File: src/rtl/sample_standard_deviation_unit_assert.svh
// ----------------------------------------------------------------------------
// Assertion macros for the sample standard deviation unit
// Each macro checks a property on the rising edge of clk, off during reset.
// ----------------------------------------------------------------------------
`ifndef SAMPLE_STANDARD_DEVIATION_UNIT_ASSERT_SVH
`define SAMPLE_STANDARD_DEVIATION_UNIT_ASSERT_SVH

`ifndef NO_ASSERTIONS
// same-cycle implication
`define SSD_ASSERT_IMPL(lbl, ante, cons) \
  lbl: assert property (@(posedge clk) disable iff (!rst_n) (ante) |-> (cons)) \
    else $error("ssd assertion failed");
// next-cycle implication
`define SSD_ASSERT_NEXT(lbl, ante, cons) \
  lbl: assert property (@(posedge clk) disable iff (!rst_n) (ante) |=> (cons)) \
    else $error("ssd assertion failed");
`else
`define SSD_ASSERT_IMPL(lbl, ante, cons)
`define SSD_ASSERT_NEXT(lbl, ante, cons)
`endif

`endif

File: src/rtl/ssd_pkg.sv
// ----------------------------------------------------------------------------
// ssd_pkg
// Widths, status codes and shared types of the standard deviation unit.
// ----------------------------------------------------------------------------
package ssd_pkg;

  localparam int DATA_W  = 24;  // sample field
  localparam int CNT_W   = 17;  // sample count
  localparam int SUM_W   = 40;  // running sum, two's complement
  localparam int SSQ_W   = 64;  // running sum of squares
  localparam int SD_W    = 32;  // result
  localparam int STAT_W  = 2;

  localparam int DEF_MAX_SAMPLES  = 65536;
  localparam int DEF_SAMPLE_WIDTH = 24;

  // engine datapath widths
  localparam int FRAC_SHIFT = 16;                 // variance scale 2^16
  localparam int MAG_W      = SUM_W;              // |sum|
  localparam int ALU_W      = CNT_W + SSQ_W;      // N*SS, widest operand
  localparam int DIV_W      = ALU_W + FRAC_SHIFT; // scaled dividend
  localparam int D_W        = 2 * CNT_W;          // N*(N-1)
  localparam int REM_W      = D_W + 2;            // divide / root partial remainder
  localparam int VAR_W      = 64;                 // variance before the root

  localparam logic [STAT_W-1:0] STAT_OK     = 2'd0;
  localparam logic [STAT_W-1:0] STAT_SINGLE = 2'd1;
  localparam logic [STAT_W-1:0] STAT_DROP   = 2'd2;

  typedef struct packed {
    logic [CNT_W-1:0]        n;
    logic signed [SUM_W-1:0] sum;
    logic [SSQ_W-1:0]        ssq;
  } ssd_opnd_t;

  typedef struct packed {
    logic            done;
    logic [SD_W-1:0] sd;
  } ssd_res_t;

endpackage

File: src/rtl/ssd_engine.sv
// ----------------------------------------------------------------------------
// ssd_engine
// Sequencer around one shared 81-bit add/subtract unit: shift-add products
// N*SS and S*S, difference, restoring divide by N*(N-1), digit-by-digit root.
// ----------------------------------------------------------------------------
module ssd_engine
  import ssd_pkg::*;
(
  input  logic      clk,
  input  logic      rst_n,
  input  logic      start,
  input  ssd_opnd_t opnd,
  output ssd_res_t  res
);

  localparam logic [2:0] P_IDLE = 3'd0;
  localparam logic [2:0] P_MUL1 = 3'd1;
  localparam logic [2:0] P_MUL2 = 3'd2;
  localparam logic [2:0] P_SUB  = 3'd3;
  localparam logic [2:0] P_DIV  = 3'd4;
  localparam logic [2:0] P_SQRT = 3'd5;

  localparam int CNT_STEP_W = $clog2(DIV_W);

  logic [2:0]            phase_r, phase_nxt;
  logic [CNT_STEP_W-1:0] step_r, step_nxt;
  logic                  done_r, done_nxt;
  logic [ALU_W-1:0]      acc_r, acc_nxt;
  logic [DIV_W-1:0]      x_r, x_nxt;
  logic [MAG_W-1:0]      mr_r, mr_nxt;
  logic [MAG_W-1:0]      mag_r, mag_nxt;
  logic [D_W-1:0]        d_r, d_nxt;
  logic [VAR_W-1:0]      q_r, q_nxt;
  logic                  big_r, big_nxt;

  logic [ALU_W-1:0]      alu_a, alu_b, alu_y;
  logic                  alu_sub, alu_carry, alu_borrow;
  logic [REM_W-1:0]      div_rem, sqrt_rem;
  logic                  qbit;

  // shared adder: a + b, or a - b with borrow when a < b
  assign {alu_carry, alu_y} = {1'b0, alu_a} + {1'b0, alu_b ^ {ALU_W{alu_sub}}}
                            + (ALU_W+1)'(alu_sub);
  assign alu_borrow = alu_sub & ~alu_carry;

  assign div_rem  = {acc_r[REM_W-2:0], x_r[DIV_W-1]};
  assign sqrt_rem = {acc_r[REM_W-3:0], q_r[VAR_W-1 -: 2]};
  assign qbit     = ~alu_borrow;

  always_comb begin
    alu_a   = '0;
    alu_b   = '0;
    alu_sub = 1'b0;
    unique case (phase_r)
      P_MUL1: begin
        alu_a = {acc_r[ALU_W-2:0], 1'b0};
        alu_b = mr_r[MAG_W-1] ? ALU_W'(opnd.ssq) : '0;
      end
      P_MUL2: begin
        alu_a = {acc_r[ALU_W-2:0], 1'b0};
        alu_b = mr_r[MAG_W-1] ? ALU_W'(mag_r) : '0;
      end
      P_SUB: begin
        alu_a   = x_r[ALU_W-1:0];
        alu_b   = acc_r;
        alu_sub = 1'b1;
      end
      P_DIV: begin
        alu_a   = ALU_W'(div_rem);
        alu_b   = ALU_W'(d_r);
        alu_sub = 1'b1;
      end
      P_SQRT: begin
        alu_a   = ALU_W'(sqrt_rem);
        alu_b   = ALU_W'({mr_r[SD_W-1:0], 2'b01});
        alu_sub = 1'b1;
      end
      default: begin
        alu_a   = '0;
      end
    endcase
  end

  always_comb begin
    phase_nxt = phase_r;
    step_nxt  = step_r;
    done_nxt  = 1'b0;
    acc_nxt   = acc_r;
    x_nxt     = x_r;
    mr_nxt    = mr_r;
    mag_nxt   = mag_r;
    d_nxt     = d_r;
    q_nxt     = q_r;
    big_nxt   = big_r;
    unique case (phase_r)
      P_IDLE: begin
        if (start) begin
          mag_nxt   = opnd.sum[SUM_W-1] ? MAG_W'(-opnd.sum) : MAG_W'(opnd.sum);
          d_nxt     = D_W'(opnd.n) * D_W'(opnd.n - CNT_W'(1));
          mr_nxt    = {opnd.n, {(MAG_W-CNT_W){1'b0}}};
          acc_nxt   = '0;
          step_nxt  = CNT_STEP_W'(CNT_W - 1);
          phase_nxt = P_MUL1;
        end
      end
      P_MUL1: begin
        acc_nxt  = alu_y;
        mr_nxt   = {mr_r[MAG_W-2:0], 1'b0};
        step_nxt = step_r - 1'b1;
        if (step_r == '0) begin
          // park N*SS, start S*S
          x_nxt     = DIV_W'(alu_y);
          acc_nxt   = '0;
          mr_nxt    = mag_r;
          step_nxt  = CNT_STEP_W'(MAG_W - 1);
          phase_nxt = P_MUL2;
        end
      end
      P_MUL2: begin
        acc_nxt  = alu_y;
        mr_nxt   = {mr_r[MAG_W-2:0], 1'b0};
        step_nxt = step_r - 1'b1;
        if (step_r == '0) begin
          phase_nxt = P_SUB;
        end
      end
      P_SUB: begin
        // clamp a negative difference to zero, then scale by 2^16
        x_nxt     = {(alu_borrow ? ALU_W'(0) : alu_y), {FRAC_SHIFT{1'b0}}};
        acc_nxt   = '0;
        big_nxt   = 1'b0;
        step_nxt  = CNT_STEP_W'(DIV_W - 1);
        phase_nxt = P_DIV;
      end
      P_DIV: begin
        acc_nxt  = qbit ? alu_y : ALU_W'(div_rem);
        x_nxt    = {x_r[DIV_W-2:0], 1'b0};
        q_nxt    = {q_r[VAR_W-2:0], qbit};
        big_nxt  = big_r | (qbit & (step_r >= CNT_STEP_W'(VAR_W)));
        step_nxt = step_r - 1'b1;
        if (step_r == '0) begin
          // saturate a quotient beyond 64 bits
          q_nxt     = big_nxt ? '1 : {q_r[VAR_W-2:0], qbit};
          acc_nxt   = '0;
          mr_nxt    = '0;
          step_nxt  = CNT_STEP_W'(SD_W - 1);
          phase_nxt = P_SQRT;
        end
      end
      P_SQRT: begin
        acc_nxt  = alu_borrow ? ALU_W'(sqrt_rem) : alu_y;
        mr_nxt   = {mr_r[MAG_W-2:0], ~alu_borrow};
        q_nxt    = {q_r[VAR_W-3:0], 2'b00};
        step_nxt = step_r - 1'b1;
        if (step_r == '0) begin
          done_nxt  = 1'b1;
          phase_nxt = P_IDLE;
        end
      end
      default: begin
        phase_nxt = P_IDLE;
      end
    endcase
  end

  always_ff @(posedge clk) begin
    if (!rst_n) begin
      phase_r <= P_IDLE;
      step_r  <= '0;
      done_r  <= 1'b0;
    end else begin
      phase_r <= phase_nxt;
      step_r  <= step_nxt;
      done_r  <= done_nxt;
    end
  end

  always_ff @(posedge clk) begin
    acc_r <= acc_nxt;
    x_r   <= x_nxt;
    mr_r  <= mr_nxt;
    mag_r <= mag_nxt;
    d_r   <= d_nxt;
    q_r   <= q_nxt;
    big_r <= big_nxt;
  end

  assign res.done = done_r;
  assign res.sd   = mr_r[SD_W-1:0];

endmodule

File: src/rtl/sample_standard_deviation_unit.sv
// Throughput: one sample per cycle while a set accumulates.
// After the last sample of a set, in_tready stays low until the result moves
// to the output register. For two samples or more, the result comes from the
// shift-add products, the 97-step divide and the 32-step root, all on one adder.
// Reset: synchronous, active low; clears count, sums, drop flag and output valid.
// ----------------------------------------------------------------------------
// sample_standard_deviation_unit
// Accumulates count, sum and sum of squares of a set of samples and emits the
// sample standard deviation with 8 fraction bits on the last sample.
// ----------------------------------------------------------------------------
`include "sample_standard_deviation_unit_assert.svh"

module sample_standard_deviation_unit
  import ssd_pkg::*;
#(
  parameter int MAX_SAMPLES  = DEF_MAX_SAMPLES,
  parameter int SAMPLE_WIDTH = DEF_SAMPLE_WIDTH
)(
  input  logic                clk,
  input  logic                rst_n,
  input  logic                in_tvalid,
  output logic                in_tready,
  input  logic [DATA_W-1:0]   in_tdata,   // [23:0] sample
  input  logic                in_tlast,   // is_last
  output logic                out_tvalid,
  input  logic                out_tready,
  output logic [55:0]         out_tdata,  // [31:0] std_dev, [48:32] sample_count
  output logic [STAT_W-1:0]   out_tuser   // [1:0] status
);

  localparam logic [1:0] ST_ACC   = 2'd0;
  localparam logic [1:0] ST_DRAIN = 2'd1;
  localparam logic [1:0] ST_CALC  = 2'd2;
  localparam logic [1:0] ST_FIN   = 2'd3;

  logic [1:0]               state_r, state_nxt;
  logic [CNT_W-1:0]         count_r, count_nxt;
  logic signed [SUM_W-1:0]  sum_r, sum_nxt;
  logic [SSQ_W-1:0]         ssq_r, ssq_nxt;
  logic                     ovf_r, ovf_nxt;
  logic                     pend_vld_r, pend_vld_nxt;
  logic signed [DATA_W-1:0] pend_r, pend_nxt;
  logic                     start_r, start_nxt;
  logic [SD_W-1:0]          res_sd_r, res_sd_nxt;
  logic                     out_vld_r, out_vld_nxt;
  logic [SD_W-1:0]          out_sd_r, out_sd_nxt;
  logic [CNT_W-1:0]         out_cnt_r, out_cnt_nxt;
  logic [STAT_W-1:0]        out_stat_r, out_stat_nxt;

  logic                         accept, keep, fin_go;
  logic signed [SAMPLE_WIDTH-1:0] smp_raw;
  logic [DATA_W-1:0]            pmag;
  logic [2*DATA_W-1:0]          psq;
  ssd_opnd_t                    opnd;
  ssd_res_t                     eng_res;

  assign in_tready = (state_r == ST_ACC);
  assign accept    = in_tvalid & in_tready;
  assign keep      = (count_r < CNT_W'(MAX_SAMPLES));
  assign smp_raw   = in_tdata[SAMPLE_WIDTH-1:0];
  assign fin_go    = (state_r == ST_FIN) & (~out_vld_r | out_tready);

  assign pmag = pend_r[DATA_W-1] ? DATA_W'(~pend_r + DATA_W'(1)) : pend_r;
  assign psq  = pmag * pmag;

  assign opnd.n   = count_r;
  assign opnd.sum = sum_r;
  assign opnd.ssq = ssq_r;

  ssd_engine u_engine (
    .clk   (clk),
    .rst_n (rst_n),
    .start (start_r),
    .opnd  (opnd),
    .res   (eng_res)
  );

  always_comb begin
    state_nxt    = state_r;
    count_nxt    = count_r;
    sum_nxt      = sum_r;
    ssq_nxt      = ssq_r;
    ovf_nxt      = ovf_r;
    pend_vld_nxt = 1'b0;
    pend_nxt     = pend_r;
    start_nxt    = 1'b0;
    res_sd_nxt   = res_sd_r;
    out_vld_nxt  = out_vld_r & ~out_tready;
    out_sd_nxt   = out_sd_r;
    out_cnt_nxt  = out_cnt_r;
    out_stat_nxt = out_stat_r;

    // squares land in the cycle after the transaction
    if (pend_vld_r) begin
      sum_nxt = sum_r + SUM_W'(pend_r);
      ssq_nxt = ssq_r + SSQ_W'(psq);
    end

    unique case (state_r)
      ST_ACC: begin
        if (accept) begin
          if (keep) begin
            count_nxt    = count_r + 1'b1;
            pend_vld_nxt = 1'b1;
            pend_nxt     = DATA_W'(smp_raw);
          end else begin
            ovf_nxt = 1'b1;
          end
          if (in_tlast) begin
            state_nxt = ST_DRAIN;
          end
        end
      end
      ST_DRAIN: begin
        if (count_r >= CNT_W'(2)) begin
          start_nxt = 1'b1;
          state_nxt = ST_CALC;
        end else begin
          res_sd_nxt = '0;
          state_nxt  = ST_FIN;
        end
      end
      ST_CALC: begin
        if (eng_res.done) begin
          res_sd_nxt = eng_res.sd;
          state_nxt  = ST_FIN;
        end
      end
      ST_FIN: begin
        if (fin_go) begin
          out_vld_nxt = 1'b1;
          out_sd_nxt  = res_sd_r;
          out_cnt_nxt = count_r;
          if (ovf_r) begin
            out_stat_nxt = STAT_DROP;
          end else if (count_r < CNT_W'(2)) begin
            out_stat_nxt = STAT_SINGLE;
          end else begin
            out_stat_nxt = STAT_OK;
          end
          count_nxt = '0;
          sum_nxt   = '0;
          ssq_nxt   = '0;
          ovf_nxt   = 1'b0;
          state_nxt = ST_ACC;
        end
      end
      default: begin
        state_nxt = ST_ACC;
      end
    endcase
  end

  always_ff @(posedge clk) begin
    if (!rst_n) begin
      state_r    <= ST_ACC;
      count_r    <= '0;
      sum_r      <= '0;
      ssq_r      <= '0;
      ovf_r      <= 1'b0;
      pend_vld_r <= 1'b0;
      start_r    <= 1'b0;
      out_vld_r  <= 1'b0;
    end else begin
      state_r    <= state_nxt;
      count_r    <= count_nxt;
      sum_r      <= sum_nxt;
      ssq_r      <= ssq_nxt;
      ovf_r      <= ovf_nxt;
      pend_vld_r <= pend_vld_nxt;
      start_r    <= start_nxt;
      out_vld_r  <= out_vld_nxt;
    end
  end

  always_ff @(posedge clk) begin
    pend_r     <= pend_nxt;
    res_sd_r   <= res_sd_nxt;
    out_sd_r   <= out_sd_nxt;
    out_cnt_r  <= out_cnt_nxt;
    out_stat_r <= out_stat_nxt;
  end

  assign out_tvalid = out_vld_r;
  assign out_tdata  = {7'b0, out_cnt_r, out_sd_r};
  assign out_tuser  = out_stat_r;

  `SSD_ASSERT_IMPL(a_cnt_max, 1'b1, count_r <= CNT_W'(MAX_SAMPLES))
  `SSD_ASSERT_IMPL(a_ovf_full, ovf_r, count_r == CNT_W'(MAX_SAMPLES))
  `SSD_ASSERT_IMPL(a_done_calc, eng_res.done, state_r == ST_CALC)
  `SSD_ASSERT_NEXT(a_last_drain, accept && in_tlast, state_r == ST_DRAIN)
  `SSD_ASSERT_NEXT(a_fin_clear, fin_go, count_r == '0 && !ovf_r && out_vld_r)

endmodule

File: config.mk
export PLATFORM = sky130hd
export DESIGN_NAME = sample_standard_deviation_unit
export DESIGN_NICKNAME = d
export VERILOG_FILES = /design/src/rtl/ssd_pkg.sv /design/src/rtl/ssd_engine.sv /design/src/rtl/sample_standard_deviation_unit.sv
export VERILOG_INCLUDE_DIRS = /design/src /design/src/rtl
export SDC_FILE = /design/constraint.sdc
export NUM_CORES = 2
export LEC_CHECK = 0
export ABC_AREA = 1
export ABC_CLOCK_PERIOD_IN_PS = 20500
export BUFFER_PORTS_ARGS = -buffer_cell sky130_fd_sc_hd__buf_4
export CAP_MARGIN = 20
export CORE_MARGIN = 1
export CORE_UTILIZATION = 45
export CTS_CLUSTER_DIAMETER = 60
export DETAILED_ROUTE_END_ITERATION = 8
export GPL_TIMING_DRIVEN = 0
export PLACE_DENSITY = 0.6
export SLEW_MARGIN = 10
export SYNTH_ARGS = -nofsm -noshare
export SYNTH_HDL_FRONTEND = slang
export SYNTH_SLANG_ARGS = --single-unit
File: constraint.sdc
create_clock -name clk -period 20.5 [get_ports clk]
set_input_delay 2.05 -clock clk [delete_from_list [all_inputs] [get_ports clk]]
set_output_delay 2.05 -clock clk [all_outputs]
set_load 0.1 [all_outputs]
Word-level counts from Yosys, hierarchy flattened
Index checks and enable logic that the tools add are counted.
{"block": "totals", "word_cells": 164, "register_bits": 602, "out_inout_bits": 60}
{"block": "op_classes", "addsub": 9, "bitwise_logic": 13, "magnitude_cmp": 4, "n_mul": 2, "eq_ne": 20, "n_reduce_logical": 29, "mux": 63}
{"operator": "$mux W81", "n": 6}
{"operator": "$pmux W81 S6", "n": 1}
{"operator": "$pmux W81 S5", "n": 1}
{"operator": "$mux W64", "n": 6}
{"operator": "$pmux W81 S4", "n": 1}
{"operator": "$pmux W97 S3", "n": 1}
{"operator": "$mux W40", "n": 7}
{"operator": "$pmux W40 S5", "n": 1}
{"operator": "$pmux W64 S2", "n": 1}
{"operator": "$mux W97", "n": 1}
{"operator": "$add A81 B81 Y82", "n": 1}
{"operator": "$add A82 B1 Y82", "n": 1}
{"operator": "$xor A81 B81 Y81", "n": 1}
{"operator": "$add A64 B48 Y64", "n": 1}
{"operator": "$mux W32", "n": 2}
{"operator": "$pmux W32 S2", "n": 1}
{"operator": "$mux W17", "n": 3}
{"operator": "$mul A24 B24 Y48", "n": 1}
{"operator": "$add A40 B24 Y40", "n": 1}
{"operator": "$neg A40 Y40", "n": 1}
{"operator": "$mux W39", "n": 1}
{"operator": "$pmux W7 S5", "n": 1}
{"operator": "$mul A17 B34 Y34", "n": 1}
{"operator": "$pmux W17 S2", "n": 1}
{"operator": "40 further kinds", "n": 97}

Logic depth before layout (Yosys ltp)
{"block": "logic_depth", "word_depth": 14, "depth_mapped": 45}

By module
From an unflattened synthesis, not the netlist that was laid out.
{"block": "unflattened", "cells_unflattened": 8923, "hier_area_um2": 68326.8}
{"module": "ssd_engine", "area_per_inst_um2": 36662.7, "n_inst": 1, "cells_each": 4782, "seq_area_each_um2": 10910.5}
{"module": "sample_standard_deviation_unit", "area_per_inst_um2": 31664.1, "n_inst": 1, "cells_each": 4141, "seq_area_each_um2": 5755.5}

Worst setup path after synthesis
No wires, ideal clock.
{"block": "synth_timing", "path_kind": "reg2reg", "start": "reg pend_r[0]", "end": "reg ssq_r[53]", "setup_ps": 119, "arrival_ps": 8330, "stages_incl_launch_ff": 43, "period_less_slack_ps": 8449, "required_time_ps": 20381, "setup_slack_ps": 12051, "path_cell_list": "edfxtp_1 -> inv_1 -> clkbuf_1 -> clkbuf_1 -> ha_1 -> inv_1 -> nor3_2 -> nand3_1 -> nor4_2 -> a31oi_1 -> nor2_1 -> nand2_1 -> nand2_1 -> inv_1 -> buf_2 -> nor2_1 -> inv_1 -> fa_1 -> [7 not listed] -> fa_1 -> inv_1 -> fa_1 -> inv_1 -> ha_1 -> nand2_1 -> nor2_1 -> inv_1 -> nor2_1 -> inv_1 -> nor4_1 -> nand4_1 -> nand3_1 -> nand2_1 -> o21ai_1 -> nand2_1 -> o21ai_0 -> a21oi_1"}
{"block": "synth_between", "elab_chain_cells": 8}
{"element": "start: declaration", "line": "sample_standard_deviation_unit.sv:42", "text": "logic signed [DATA_W-1:0] pend_r, pend_nxt;"}
{"element": "start signal: assignment", "line": "sample_standard_deviation_unit.sv:177", "text": "pend_r <= pend_nxt;"}
{"element": "$not A24 Y24", "line": "sample_standard_deviation_unit.sv:63", "text": "assign pmag = pend_r[DATA_W-1] ? DATA_W'(~pend_r + DATA_W'(1)) : pend_r;"}
{"element": "$add A24 B2 Y24", "line": "sample_standard_deviation_unit.sv:63"}
{"element": "$mux W24 *", "line": "sample_standard_deviation_unit.sv:63"}
{"element": "$mul A24 B24 Y48 *", "line": "sample_standard_deviation_unit.sv:64", "text": "assign psq = pmag * pmag;"}
{"element": "$add A64 B48 Y64 *", "line": "sample_standard_deviation_unit.sv:96", "text": "ssq_nxt = ssq_r + SSQ_W'(psq);"}
{"element": "$mux W64 *", "line": "sample_standard_deviation_unit.sv:94", "text": "if (pend_vld_r) begin"}
{"element": "$mux W64", "line": "sample_standard_deviation_unit.sv:130", "text": "if (fin_go) begin"}
{"element": "$mux W64 *", "line": "sample_standard_deviation_unit.sv:99", "text": "unique case (state_r)"}
{"element": "end signal: assignment", "line": "sample_standard_deviation_unit.sv:168", "text": "ssq_r <= ssq_nxt;"}
{"element": "end: declaration", "line": "sample_standard_deviation_unit.sv:39", "text": "logic [SSQ_W-1:0] ssq_r, ssq_nxt;"}
Mark *: on every way between the ends. The rest lies on a longest branch, timed or not.
A chain may end at the register's enable or synchronous reset.

Final worst setup path
{"block": "layout_timing", "start": "reg pend_r[0]", "end": "reg ssq_r[56]"}
The elaborated chain is that of the path after synthesis.

==> results.cfg <==
[place]
port_buffers = 81
dp_hpwl_um = 211800
finalWeightedCongestion = 1.039

[route]
wl_um = 253000
firstDrtPassIters = 9
drc = 0
vias_per_cell = 5.517
ant_nets = 0
routedWlPerCell_um = 23.43
vias = 59600
first_iter_violations = 5674

[logic_synthesis]
syn_avg_cell_area_um2 = 7.986
synth_cell_types = 69
synth_warnings = 0
syn_area_um2 = 67710
async_flop_share_pct = 0
ys.flop_type = edfxtp_1
synth_edf_count = 463
ys_ff_latch = 601
synth_seq_area_share_pct = 24.61
synthCells = 8478

[sta]
post-route-period-util_pct = 57.23
tns_ps = 0
final-hold-violation-count = 0
fin_skew_ps = 75.90
worst-slew-pin-transition_ps = 1250
drv_slew = 0
fin_crit_ps = 11730
finalSetupViolCount = 0
slew_headroom_pct = 16.66
rsz0062_at_grt = no
max_freq_mhz = 85.24

[critical_path]
required_ps = 21070
critPathKind = flop to flop
start_kind = flop
cp_slowest_cell = clkbuf_1
path_max_fanout = 10
path_common_cell = inv_1
reg2reg_depth = 36
critPathCaptureType = flop
arrival_ps = 12310
max_stage_delay_ps = 840

[global_route]
grt_pass1_wl_um = 375900
antenna_found_initial = 3
first_global_vias = 59750
grt_max_degree = 56
grt_use_total_pct = 33.35
grt_overflow = 0

[cts]
cts_setup_buffers = 0
cts_resized = 0
clk_path_buf_depth = 3
cts_made_buffers = 83
cts_tree = built
holdBufCountCts = 0
clkTransAtPathRegs_ps = 60
root_buffer = clkbuf_16
insertion_delay_ps = 730
cts_sinks = 601
cts_max_level = 3

[floorplan]
initial_core_util_pct = 45.58
std_cell_rows = 141
die_height_um = 389.9
dieArea_um2 = 152000
core_area_um2 = 148500
die_w_um = 389.9
ios = 89

[layout]
nNetsFinal = 9933
drive_above_1_share_pct = 5.194
syn2layout_area_growth_pct = 9.960
mostFrequentLayoutCells = 1872 x inv_1, 1462 x nand2_1, 892 x nor2_1
layout_commonest_cell = inv_1

[min_path]
hp-class = flop to flop
whs_path_depth = 0

[run]
max_cap_violations = 0

[status]
status = complete, no violations
## worst max-delay path, delay by kind of cell, from the launching register on
kind            cells  cell delay (ps)
xor+xnor            1              750
flops               1              810
buf+inv            10             2580
fa+ha+maj           9             3790
compound gates      5             1380
simple gates       11             2320
## cell type report
cell class | instances | area [um2]
multi-input cells | 5757 | 43040
flip-flops and latches | 601 | 16670
well taps | 2002 | 2505
fillers | 14800 | 74090
plain buffers | 285 | 1191
clock inverters | 56 | 688.2
diodes | 2 | 5.005
repair buffers | 103 | 1033
clock buffers | 98 | 2193
inverters | 1898 | 7127
## stage by stage
stage / worst slack, ps / cells / util, % / cell area [um2] / hold slack [ps]
2_1_floorplan: 12050 / 8541 / - / 67940 / 400.3
3_3_place_gp: 7663 / 10620 / 47.84 / 71060 / 404.4
3_5_place_dp: 8954 / 10640 / 48.15 / 71520 / 405.2
4_1_cts: 8949 / 10800 / 50.09 / 74410 / 397.7
5_1_grt: 8251 / 10800 / 50.12 / 74450 / 419.1
6_report: 8768 / 10800 / 50.12 / 74450 / 398.8
## final timing paths
kind	start	to	slack, ps
min	res_sd_r[27]	out_sd_r[27]	400
min reg2reg	res_sd_r[27]	out_sd_r[27]	400
max reg2reg	pend_r[0]	ssq_r[56]	8770
max	pend_r[0]	ssq_r[56]	8770
## sequential cells by signal, summed over array words and instances (netlist names), 24 cells and up
register        count
u_engine.mr_r      40
u_engine.mag_r     40
res_sd_r           32
sum_r              40
u_engine.q_r       64
pend_r             24
ssq_r              64
u_engine.d_r       33
out_sd_r           32
u_engine.acc_r     81
u_engine.x_r       97
## cells in the mapped netlist (39+ instances only)
library cell  count  share of area [%]
fa_1            782                 23
o21ai_0         436                3.2
clkbuf_1        198                1.1
inv_1          1874                 10
nor2_1          896                5.0
or2_2            86               0.79
dfxtp_1         138                4.1
xor2_1          179                2.3
o211ai_1         87               0.96
nand4_1          45               0.42
a21oi_1         431                3.2
xnor2_1          39               0.50
nand2_1        1462                8.1
buf_1            41               0.23
a22oi_1          50               0.55
edfxtp_1        463                 21
nor3_1           90               0.67
o22ai_1          45               0.42
nand3_1         244                1.8
a31oi_1          75               0.69
ha_1            393                7.3
## per-layer routing
metal	wire length, um	vias up	track usage (%)
li1	-	27240	-
met1	109000	29270	46.51
met2	110900	2594	51.34
met3	21480	487	5.699
met4	11620	2	13.70
met5	12	-	0
## cell families after synthesis
kind of cell / count (synthesis) / share of synthesized area [%]
and+or+nand+nor: 2899 / 17.55
buffers and inverters: 2183 / 12.28
AOI/OAI and AO/OA: 1400 / 12.34
adders and majority gates: 1175 / 30.38
DFF: 601 / 24.61
xor gates and xnor gates: 218 / 2.820
other: 2 / 0.01109
Power is left out: the tool's default activity adds up to more than one toggle a clock period on the data nets, which glitch-free logic cannot reach.
